$ cat src/grid_ray_caster_dda_macros.svh
// Assertion macros shared by the grid ray caster files.
// Each macro samples on clock and is disabled while reset is high.
`ifndef GRID_RAY_CASTER_DDA_MACROS_SVH
`define GRID_RAY_CASTER_DDA_MACROS_SVH

// The condition holds at every clock edge.
`define GRC_ASSERT_HOLDS(name, cond) \
   name: assert property (@(posedge clock) disable iff (reset) (cond)) \
      else $error("grid ray caster check failed");

// When the trigger holds, the condition holds in the next cycle.
`define GRC_ASSERT_NEXT(name, trig, cond) \
   name: assert property (@(posedge clock) disable iff (reset) (trig) |=> (cond)) \
      else $error("grid ray caster check failed");

`endif

$ cat src/grc_pkg.sv
// Shared constants, the queued item type and the sine table function of the ray caster.
// Used by every module of the block; depends on nothing else.
package grc_pkg;

   localparam int TILE_PIXELS  = 64;
   localparam int TILE_SHIFT   = $clog2(TILE_PIXELS);
   localparam int MAX_MAP_SIDE = 64;
   localparam int CELL_BITS    = $clog2(MAX_MAP_SIDE);
   localparam int LIMIT_W      = 7;
   localparam int ANGLE_STEPS  = 1024;
   localparam int ANGLE_BITS   = $clog2(ANGLE_STEPS);
   localparam int FOLD_BITS    = ANGLE_BITS - 2;
   localparam int FOLD_STEPS   = 1 << FOLD_BITS;
   localparam int PHASE_SHIFT  = 24 - ANGLE_BITS;
   localparam int POS_W        = 12;
   localparam int DIR_W        = 16;
   localparam int MAG_W        = 15;
   localparam int DIR_ONE      = 16384;
   localparam int DELTA_W      = 24;
   localparam int QUO_W        = 23;
   localparam int DIVIDEND_MSB = 22;
   localparam int FRAC_Q       = 22;
   localparam int SIDE_W       = 40;
   localparam int COORD_W      = 14;
   localparam int QUEUE_DEPTH  = 4;
   localparam int QPTR_W       = $clog2(QUEUE_DEPTH);

   localparam logic [DELTA_W-1:0] DELTA_MAX = '1;

   localparam logic OP_WRITE = 1'b0;
   localparam logic OP_CAST  = 1'b1;

   localparam logic [0:0] CSR_MAP_WIDTH  = 1'b0;
   localparam logic [0:0] CSR_MAP_HEIGHT = 1'b1;

   localparam logic [1:0] FACE_NORTH = 2'd0;
   localparam logic [1:0] FACE_SOUTH = 2'd1;
   localparam logic [1:0] FACE_EAST  = 2'd2;
   localparam logic [1:0] FACE_WEST  = 2'd3;

   localparam longint unsigned C1 = 64'd1686629713;
   localparam longint unsigned C3 = 64'd693598668;
   localparam longint unsigned C5 = 64'd85569305;
   localparam longint unsigned C7 = 64'd5026995;
   localparam longint unsigned C9 = 64'd172272;

   typedef struct packed {
      logic                     op;
      logic signed [DIR_W-1:0]  dir_x;
      logic signed [DIR_W-1:0]  dir_y;
      logic [POS_W-1:0]         pos_x;
      logic [POS_W-1:0]         pos_y;
      logic [CELL_BITS-1:0]     cell_x;
      logic [CELL_BITS-1:0]     cell_y;
      logic                     wall;
   } item_type;

   // Quarter-wave sine magnitude in Q1.14 for fold index k; evaluated at
   // elaboration only, with a degree-9 odd polynomial in Q30.
   function automatic logic [MAG_W-1:0] sin_mag(input int k);
      longint unsigned x;
      longint unsigned z;
      longint unsigned z2;
      longint unsigned a;
      longint unsigned s;
      x  = 64'(k) << PHASE_SHIFT;
      z  = x << 8;
      z2 = (z * z) >> 30;
      a  = C7 - ((z2 * C9) >> 30);
      a  = C5 - ((z2 * a) >> 30);
      a  = C3 - ((z2 * a) >> 30);
      a  = C1 - ((z2 * a) >> 30);
      s  = (z * a) >> 30;
      s  = (s + 64'd32768) >> 16;
      if (s > 64'(DIR_ONE)) s = 64'(DIR_ONE);
      return MAG_W'(s);
   endfunction

endpackage

$ cat src/grc_queue.sv
// Short first-in first-out queue between the front end and the ray walker.
// Depends on grc_pkg for the item type and depth.
module grc_queue
   import grc_pkg::*;
(
   input  logic     clock,
   input  logic     reset,
   input  logic     push,
   input  item_type push_item,
   input  logic     pop,
   output item_type head_item,
   output logic     empty,
   output logic     full
);

   item_type          slot_ff [QUEUE_DEPTH];
   logic [QPTR_W-1:0] wr_ptr_ff, wr_ptr_in;
   logic [QPTR_W-1:0] rd_ptr_ff, rd_ptr_in;
   logic [QPTR_W:0]   count_ff, count_in;

   assign empty     = (count_ff == '0);
   assign full      = (count_ff == (QPTR_W+1)'(QUEUE_DEPTH));
   assign head_item = slot_ff[rd_ptr_ff];

   always_comb begin
      wr_ptr_in = push ? wr_ptr_ff + 1'b1 : wr_ptr_ff;
      rd_ptr_in = pop ? rd_ptr_ff + 1'b1 : rd_ptr_ff;
      count_in  = count_ff + (QPTR_W+1)'(push) - (QPTR_W+1)'(pop);
   end

   always_ff @(posedge clock) begin
      if (reset) begin
         wr_ptr_ff <= '0;
         rd_ptr_ff <= '0;
         count_ff  <= '0;
      end else begin
         wr_ptr_ff <= wr_ptr_in;
         rd_ptr_ff <= rd_ptr_in;
         count_ff  <= count_in;
      end
   end

   always_ff @(posedge clock) begin
      if (push) slot_ff[wr_ptr_ff] <= push_item;
   end

endmodule

$ cat config.mk
export PLATFORM = sky130hd
export DESIGN_NAME = grc_queue
export DESIGN_NICKNAME = d
export VERILOG_FILES = /design/src/grid_ray_caster_dda_macros.svh /design/src/grc_pkg.sv /design/src/grc_queue.sv
export SDC_FILE = /design/constraint.sdc
export NUM_CORES = 1
export LEC_CHECK = 0
export BUFFER_PORTS_ARGS = -buffer_cell sky130_fd_sc_hd__buf_4
export CAP_MARGIN = 20
export CORE_ASPECT_RATIO = 1.25
export CORE_MARGIN = 1.5
export CORE_UTILIZATION = 60
export CTS_CLUSTER_DIAMETER = 30
export DETAILED_ROUTE_END_ITERATION = 8
export MAX_ROUTING_LAYER = met4
export PLACE_DENSITY_LB_ADDON = 0.05
export SETUP_SLACK_MARGIN = 0.05
export SYNTH_ARGS = -nofsm -noshare
export SYNTH_HDL_FRONTEND = slang
export SYNTH_SLANG_ARGS = --single-unit
$ cat constraint.sdc
create_clock -name clock -period 7.45 [get_ports clock]
set_input_delay 1.49 -clock clock [delete_from_list [all_inputs] [get_ports clock]]
set_output_delay 1.49 -clock clock [all_outputs]
set_load 0.05 [all_outputs]
==> metrics.yaml, run 1 <==
die_h_um: 152
synth-seq-cells: 289
clockBufferDepth: 3
drv_cap: 0
hold_buffers: 0
syn_inst: 408
drive_gt1_share_pct: 46.8
vias: 4694
insertion_delay_ns: 0.50
grt_max_degree: 71
p_int_uw: 3230
leakage_uw: 0.00451
maxSlewViolCount: 0
relSlewSlack_pct: 30.1
nets: 662
post-route-period-util_pct: 58.4
drtPass1Iterations: 4
dr.first_iter.drc_count: 283
switching_share_pct: 24.0
cts_max_level: 2
slowest_stage: "dfxtp_4"
path_depth: 3
fin_util_pct: 75.8
min_path_type: "reg2reg"
io_pins: 146
setup_violations: 0
via_per_inst: 5.62
rows: 54
cp_cell_sequence: "buf_4 > mux4_2 > buf_4"
cts_buffers: 38
max-vdd-ir-drop_v: 0.000221
tns_ns: 0
clockPowerShare_pct: 42.0
max_slew.worst_pin.slew_ns: 1.05
status: "complete, no violations"
hold_depth: 2
cts_root_buf: "clkbuf_16"
dp_hpwl_mm: 10.3
finalCriticalPeriod_ns: 4.35
crit_fanout: 38
comb_power_share_pct: 12.9
start_kind: "register"
post_cts_buffers: 0
gr-total-overflow: 0
ctsResizeCount: 0
critical_path.n_buffers_inverters: 2
drt-total-wl_mm: 18.4
avgSynthCellArea_um2: 26.0
critPathCaptureType: "primary output"
worstPathRequired_ns: 5.96
switchingPower_uw: 1020
max_stage_delay_ns: 0.83
cp_common_cell: "buf_4"
start_util_pct: 61.1
clkTransAtPathRegs_ns: 0.05
powerDensity_nw_per_um2: 322
grt_pass1_vias: 5152
wl_per_cell_um: 22.1
antenna_found_initial: 2
syn_area_um2: 10600
gp_congestion: 0.697
yosysWarnings: 0
design.die.area_um2: 18500
io_buffers: 145
grt_usage_pct: 21.8
die_width_um: 122
synthToLayoutAreaGrowth_pct: 24.0
cts_tree: "yes"
fmax_ghz: 0.230
design.core.area_um2: 17400
path_delay_family: "buffers and inverters"
synth.distinct_cells: 21
critPathKind: "reg2out"
clock_sinks: 289
cp.arrival_ns: 2.86
synthesis.nets: 489
ff2ff_path_depth: 4
p_seq_share_pct: 45.1
grt_first_pass_wirelength_mm: 28.3
grt_setup_unrepaired: "no"
worst_clock_skew_ns: 0.0104
drtAntennaViolNets: 0
hold_viol: 0
synth_seq_area_share_pct: 80.9
drc_errors: 0
==> per-layer routing <==
| layer | wire, um | share of wire (%) | GRT usage [%] |
|---|---|---|---|
| met3 | 1200 | 6.5 | 6.51 |
| met4 | 257 | 1.4 | 7.06 |
| met5 | 0 | 0 | - |
| met1 | 7460 | 40 | 27.8 |
| met2 | 9500 | 52 | 34.4 |
==> cell usage after synthesis (all sizes together) <==
master | n | area, um2
nor2b | 2 | 12.5
mux2i | 1 | 10.0
nor3 | 1 | 5.00
inv | 6 | 22.5
a21bo | 1 | 10.0
a21oi | 1 | 5.00
nor2 | 5 | 18.8
and3 | 1 | 6.26
and2 | 4 | 25.0
buf | 16 | 190
ha | 6 | 75.1
xnor2 | 2 | 17.5
xor3 | 1 | 23.8
edfxtp | 280 | 8410
nand3b | 1 | 7.51
fa | 1 | 20.0
dfxtp | 9 | 180
mux4 | 70 | 1580
==> cell type report <==
class | instances | area [um2]
clock inverters | 23 | 258
diodes | 2 | 5.00
fillers | 950 | 4200
flip-flops and latches | 289 | 8600
clock buffers | 45 | 1020
multi-input cells | 97 | 1820
well taps | 224 | 280
inverters | 6 | 22.5
repair buffers | 149 | 1160
==> power by group through the flow <==
stage	clock, uW	sequential (uW)	combinational [uW]
after floorplan	0	1920	411
after CTS	1820	1920	552
final	1780	1910	547
after global routing	1890	1920	577
after global placement	0	1940	543
after detailed placement	0	1950	550
==> state kept, by name, summed over array words and instances (netlist names), named ones only <==
name	flops
slot_ff	280
wr_ptr_ff	2
count_ff	3
rd_ptr_ff	2
==> worst min-delay path, stage by stage, from the launching register on <==
cell	delay (ns)
dfxtp_1	0.31
nand3b_1	0.10
a21oi_1	0.08
==> per-stage QoR <==
| step | area [um2] | std cells | hold slack (ns) | worst slack [ns] | power, uW |
|---|---|---|---|---|---|
| floorplan | 10600 | 408 | 0.492 | 3.88 | 2330 |
| global placement | 11800 | 763 | 0.500 | 3.47 | 2490 |
| detailed placement | 11800 | 763 | 0.537 | 3.48 | 2500 |
| CTS | 13100 | 831 | 0.545 | 2.94 | 4290 |
| global route | 13200 | 835 | 0.607 | 2.83 | 4390 |
| finish | 13200 | 835 | 0.544 | 3.10 | 4240 |
==> cells by family after synthesis <==
logic type | count (synthesis) | share of synthesized area [%]
simple gates | 14 | 0.707
compound gates | 2 | 0.141
mux | 71 | 14.9
xor+xnor | 3 | 0.389
flops | 289 | 80.9
fa+ha+maj | 7 | 0.896
buf+inv | 22 | 2.00
==> layout by cell type (no fill, tap or decap) <==
cell,instances
ha_1,6
clkinv_4,1
buf_16,2
edfxtp_1,280
inv_6,2
dfxtp_4,2
nand3b_1,1
xnor2_1,2
bufinv_16,5
nor2_1,5
xor3_1,1
and3_1,1
clkinvlp_4,5
a21oi_1,1
fa_1,1
inv_1,6
dfxtp_1,7
and2_4,4
mux2i_1,1
clkinv_1,5
clkbuf_1,4
buf_4,147
mux4_2,70
clkbuf_8,2
clkbuf_16,39
a21bo_2,1
clkinv_2,5
nor3_1,1
diode_2,2
nor2b_1,2
==> worst paths after layout <==
kind                                   from                  endpoint  slack [ns]
hold reg to reg   rd_ptr_ff[1]$_SDFFE_PP0P_                  register        0.54
setup / recovery                   register             head_item[15]        3.10
setup reg to reg  wr_ptr_ff[0]$_SDFFE_PP0P_  slot_ff[2][19]$_DFFE_PP_        5.41
hold / removal    rd_ptr_ff[1]$_SDFFE_PP0P_                  register        0.54
(Power assumes the default switching activity.)
==> run 2: changes to the inputs <==
Settings changed: CORE_UTILIZATION 60 to 51.
Clock period 7.45 ns to 3.69 ns, I/O delays scaled along.
==> run 2 against run 1 <==
Against the previous run:
- global-route usage decreased by 3.7 points
- first-iteration DRC count decreased by 41%
- combinational power increased by 110%
- flip-flop and latch count unchanged
- power increased by 110%
- largest cell class unchanged
- largest power group is now the clock network
- highest routed layer unchanged
==> metrics.yaml, run 2 (synthesis results as in run 1) <==
die_h_um: 164  # +8.3%
crit_fanout: 28  # -26%
rows: 58  # +7.4%
drtAntennaViolNets: 0  # unchanged
grt_usage_pct: 18.2  # -3.7 points
min_path_type: "in2reg"
antenna_found_initial: 0  # -2
grt_setup_unrepaired: "no"
design.die.area_um2: 21700  # +17%
clockBufferDepth: 3  # unchanged
top_regs: "slot_ff (280), count_ff (3)"
dp_hpwl_mm: 10.7  # +4.1%
clkTransAtPathRegs_ns: 0.06  # about the same
wl_per_cell_um: 20.8  # -5.9%
maxSlewViolCount: 0  # unchanged
setup_violations: 0  # unchanged
worstReg2RegStart: "wr_ptr_ff[0]$_SDFFE_PP0P_"
start_kind: "register"
fillers: 1353  # +42%
cp_common_cell: "buf_4"
post-route-period-util_pct: 84.6
largest_reg_flops: 280  # unchanged
die_width_um: 132  # +8.3%
post_cts_buffers: 0  # unchanged
hold_buffers: 0  # unchanged
drt-total-wl_mm: 18.5  # +0.53%
cp_cell_sequence: "buf_4 > mux4_2 > buf_4"
leakage_uw: 0.00465  # +3.0%
cts_tree: "yes"
hold_start: "push_item[30]"
path_delay_family: "flip-flops"
grt_first_pass_wirelength_mm: 28.3  # -0.17%
cts_max_level: 2  # unchanged
max_slew.worst_pin.slew_ns: 0.621  # -0.428 ns
critPathKind: "reg2out"
gp_congestion: 0.677  # -2.9%
cts_root_buf: "clkbuf_16"
io_pins: 146  # unchanged
reg2reg_to: "slot_ff[2][49]$_DFFE_PP_"
gr-total-overflow: 0  # unchanged
clock_sinks: 289  # unchanged
final_cell_mix: "edfxtp_1 (280), buf_4 (148), mux4_2 (70)"
ff2ff_path_depth: 4  # unchanged
drtPass1Iterations: 4  # unchanged
design.core.area_um2: 20200  # +17%
powerDensity_nw_per_um2: 670  # +110%
fmax_ghz: 0.320
final_common_cell: "edfxtp_1"
critPathCaptureType: "primary output"
holdPathEnd: "slot_ff[1][30]$_DFFE_PP_"
worstPathRequired_ns: 2.95  # -3.01 ns
relSlewSlack_pct: 58.6  # +29 points
power.total_uw: 9050  # +110%
hold_depth: 1  # -1
start_util_pct: 52.4  # -8.7 points
finalCriticalPeriod_ns: 3.12
via_per_inst: 5.30  # -5.8%
max_stage_delay_ns: 0.74  # -0.09 ns
tns_ns: 0  # unchanged
io_buffers: 145  # unchanged
drc_errors: 0  # unchanged
nets: 671  # +1.4%
drv_cap: 0  # unchanged
num_antenna_cells: 0  # -2
slowest_stage: "dfxtp_4"
vias: 4724  # +0.64%
cp.arrival_ns: 2.38  # -0.48 ns
cts_buffers: 42  # +11%
worst_clock_skew_ns: 0.0160  # +0.00563 ns
insertion_delay_ns: 0.51  # about the same
regMostFlops: "slot_ff"
synthToLayoutAreaGrowth_pct: 27.3
drive_gt1_share_pct: 47.7  # +0.95 points
ctsResizeCount: 0  # unchanged
grt_max_degree: 38  # -46%
max-vdd-ir-drop_v: 0.000445  # +100%
status: "complete, no violations"
critical_path.n_buffers_inverters: 2  # unchanged
grt_pass1_vias: 5197  # +0.87%
dr.first_iter.drc_count: 166  # -41%
hold_viol: 0  # unchanged
r2r_setup_slack_ns: 1.92  # -3.49 ns
-- run 2: cell types whose count changed in the layout (fill, tap and decap cells not counted), sizes merged --
cell,change
clkinv,-1
buf,+5
bufinv,+3
inv,+2
diode,-2
clkbuf,+4
-- run 2: how the worst max path moves through the flow --
stage / endpoint / slack, ns / cells past startpoint / from
after floorplan: slot_ff[0][0]$_DFFE_PP_ / 0.88 / 1 / push
after global placement: head_item[44] / 1.00 / 3 / register
after detailed placement: head_item[44] / 0.99 / 3 / register
after CTS: head_item[44] / 0.43 / 3 / register
after global routing: head_item[44] / 0.37 / 3 / register
final: head_item[41] / 0.57 / 3 / register
-- run 2: report_power, final --
part	internal (uW)	switching [uW]	leakage, uW	total (uW)
clock network	2700	1350	0.000701	4060
registers	3780	68.9	0.00265	3850
logic	430	713	0.00130	1140
total	6910	2140	0.00465	9050
-- run 2: per-stage QoR --
step / instances / hold slack (ns) / utilization [%] / cell area (um2) / setup WS [ns]
3_3_place_gp: 812 / 0.501 / 58.9 / 11900 / 1.00
6_report: 892 / 0.423 / 66.7 / 13500 / 0.567
2_1_floorplan: 408 / 0.492 / - / 10600 / 0.876
5_1_grt: 892 / 0.402 / 66.7 / 13500 / 0.371
4_1_cts: 892 / 0.401 / 66.7 / 13500 / 0.430
3_5_place_dp: 816 / 0.513 / 59.5 / 12000 / 0.990
-- run 2: per-layer routing --
metal  global-route usage, %  vias to the layer above  share of wire (%)
met5                       -                        -                  0
met4                    5.51                        0                1.3
met3                    4.60                       21                6.1
met2                    30.5                      142                 52
met1                    22.0                     2443                 40
li1                        -                     2118                  -
-- run 2: area by class of cell --
class                      instances  area (um2)  area share [%]
tap                              270         338            2.50
clock buffer                      49        1100            8.13
sequential                       289        8600            63.6
multi-input combinational         97        1820            13.5
inverter                           6        22.5           0.167
clock inverter                    27         368            2.72
timing repair buffer             154        1260            9.34
-- run 2: worst reg2reg max path, stage by stage (launching register included) --
cell and delay (ns):
dfxtp_1 0.35, inv_1 0.10, ha_1 0.15, and2_4 0.54
buf_16 0.32
==> run 3: changes to the inputs <==
Clock period 3.69 ns to 2.6 ns, I/O delays scaled along.
==> run 3 against run 2 <==
Against the previous run:
- critical path depth did not move
- sequential share of layout area fell by 0.16 points
- final cell count is 0.90% higher
- design area increased by 0.25%
- first-iteration DRC count up 43%
- flip-flop and latch count unchanged
- core utilization rose by 0.17 points
- combinational power up 47%
- register-to-register slack got worse by 1.1 ns
- global-route usage rose by 0.78 points
- power increased by 40%
- critical path type unchanged
==> metrics.yaml, run 3 (synthesis results as in run 1) <==
setup_violations: 0  # unchanged
post_cts_buffers: 0  # unchanged
hold_viol: 0  # unchanged
relSlewSlack_pct: 59.5  # +0.87 points
cp_cell_sequence: "buf_16 > mux4_2 > buf_4"
clock_sinks: 289  # unchanged
cts_buffers: 43  # +2.4%
via_per_inst: 5.37  # +1.4%
die_width_um: 132  # unchanged
slowest_stage: "mux4_2"
max-vdd-ir-drop_v: 0.000556  # +25%
cts_tree: "yes"
gr-total-overflow: 0  # unchanged
vias: 4832  # +2.3%
finalCriticalPeriod_ns: 2.46
switchingPower_uw: 3170  # +48%
cts_max_level: 2  # unchanged
maxSlewViolCount: 0  # unchanged
start_kind: "register"
dr.first_iter.drc_count: 237  # +43%
crit_fanout: 25  # -11%
hold_buffers: 0  # unchanged
start_util_pct: 52.4  # unchanged
p_int_uw: 9510  # +38%
max_slew.worst_pin.slew_ns: 0.608  # -0.0130 ns
design.die.area_um2: 21700  # unchanged
cp.arrival_ns: 1.94  # -0.44 ns
drc_errors: 0  # unchanged
max_stage_delay_ns: 0.55  # -0.19 ns
dp_hpwl_mm: 11.4  # +7.0%
critical_path.n_buffers_inverters: 2  # unchanged
tns_ns: 0  # unchanged
power.total_uw: 12700  # +40%
leakage_uw: 0.00466  # +0.34%
critPathCaptureType: "primary output"
design.core.area_um2: 20200  # unchanged
top_regs: "slot_ff (280), count_ff (3)"
drt-total-wl_mm: 19.4  # +5.0%
grt_max_degree: 40  # +5.3%
drtAntennaViolNets: 0  # unchanged
antenna_found_initial: 0  # unchanged
cts_root_buf: "clkbuf_16"
whs_ns: 0.197  # -0.226 ns
drive_gt1_share_pct: 49.0  # +1.3 points
min_path_type: "in2reg"
regMostFlops: "slot_ff"
gp_congestion: 0.716  # +5.7%
clkTransAtPathRegs_ns: 0.05  # about the same
comb_power_share_pct: 13.3  # +0.7 points
fmax_ghz: 0.406
insertion_delay_ns: 0.52  # about the same
switching_share_pct: 25.0  # +1.4 points
io_pins: 146  # unchanged
clockPowerShare_pct: 43.9  # -0.9 points
nets: 677  # +0.89%
drtPass1Iterations: 6  # +2
grt_pass1_vias: 5319  # +2.3%
path_delay_family: "multiplexers"
worstReg2RegStart: "count_ff[0]$_SDFF_PP0_"
post-route-period-util_pct: 94.8
drv_cap: 0  # unchanged
dpl_cell_area_um2: 12100  # +0.10%
powerDensity_nw_per_um2: 937  # +40%
clockBufferDepth: 3  # unchanged
die_h_um: 164  # unchanged
rows: 58  # unchanged
final_common_cell: "edfxtp_1"
grt_first_pass_wirelength_mm: 29.8  # +5.4%
worst_slack_ns: 0.136  # -0.431 ns
status: "complete, no violations"
final_cell_mix: "edfxtp_1 (280), buf_4 (150), mux4_2 (70)"
grt_setup_unrepaired: "no"
io_buffers: 145  # unchanged
worstPathRequired_ns: 2.08  # -0.87 ns
worst_clock_skew_ns: 0.0154  # -0.000589 ns
hold_start: "push_item[63]"
num_antenna_cells: 0  # unchanged
grt_usage_pct: 18.9  # +0.78 points
largest_reg_flops: 280  # unchanged
synthToLayoutAreaGrowth_pct: 27.6
p_seq_share_pct: 42.8  # +0.3 points
critPathKind: "reg2out"
fin_area_um2: 13500  # +0.25%
dpl_worst_slack_ns: 0.496  # -0.494 ns
wl_per_cell_um: 21.6  # +4.0%
-- run 3: layout make-up --
class,count,area (um2)
tap,270,338
sequential,289,8600
clock inverter,27,279
clock buffer,52,1160
inverter,6,22.5
multi-input combinational,97,1820
timing repair buffer,159,1320
fill,1338,6710
-- run 3: per-layer routing --
| metal | vias up | GRT usage, % | wire (um) |
|---|---|---|---|
| met1 | 2519 | 22.7 | 7650 |
| met5 | - | - | 0 |
| li1 | 2135 | - | - |
| met4 | 0 | 5.66 | 376 |
| met2 | 138 | 32.2 | 10400 |
| met3 | 40 | 4.63 | 1030 |
-- run 3: stage by stage --
| stage | util [%] | instances |
|---|---|---|
| 5_1_grt | 66.9 | 900 |
| 3_3_place_gp | 59.5 | 820 |
| 6_report | 66.9 | 900 |
| 2_1_floorplan | - | 408 |
| 4_1_cts | 66.9 | 900 |
| 3_5_place_dp | 59.5 | 820 |
-- run 3: repair_timing --
item                                    CTS  global route
hold endpoints to repair                  0             0
gates resized for setup                   4             1
endpoints found under the setup margin   70             5
cloned                                    1             0
-- run 3: power groups by stage --
stage / registers, uW / clock network, uW / logic (uW)
after floorplan: 5490 / 0 / 1180
after global placement: 5500 / 0 / 1680
after detailed placement: 5520 / 0 / 1700
after CTS: 5430 / 5690 / 1710
after global routing: 5440 / 5880 / 1770
final: 5430 / 5570 / 1680
-- run 3: path summary, 6_finish.rpt --
| check | endpoint | cells after the start | slack (ns) |
|---|---|---|---|
| max reg2reg | count_ff[2]$_SDFF_PP0_ | 7 | 0.80 |
| min reg2reg | wr_ptr_ff[1]$_SDFFE_PP0P_ | 2 | 0.55 |
| min | slot_ff[2][63]$_DFFE_PP_ | 1 | 0.20 |
| max | head_item[67] | 3 | 0.14 |
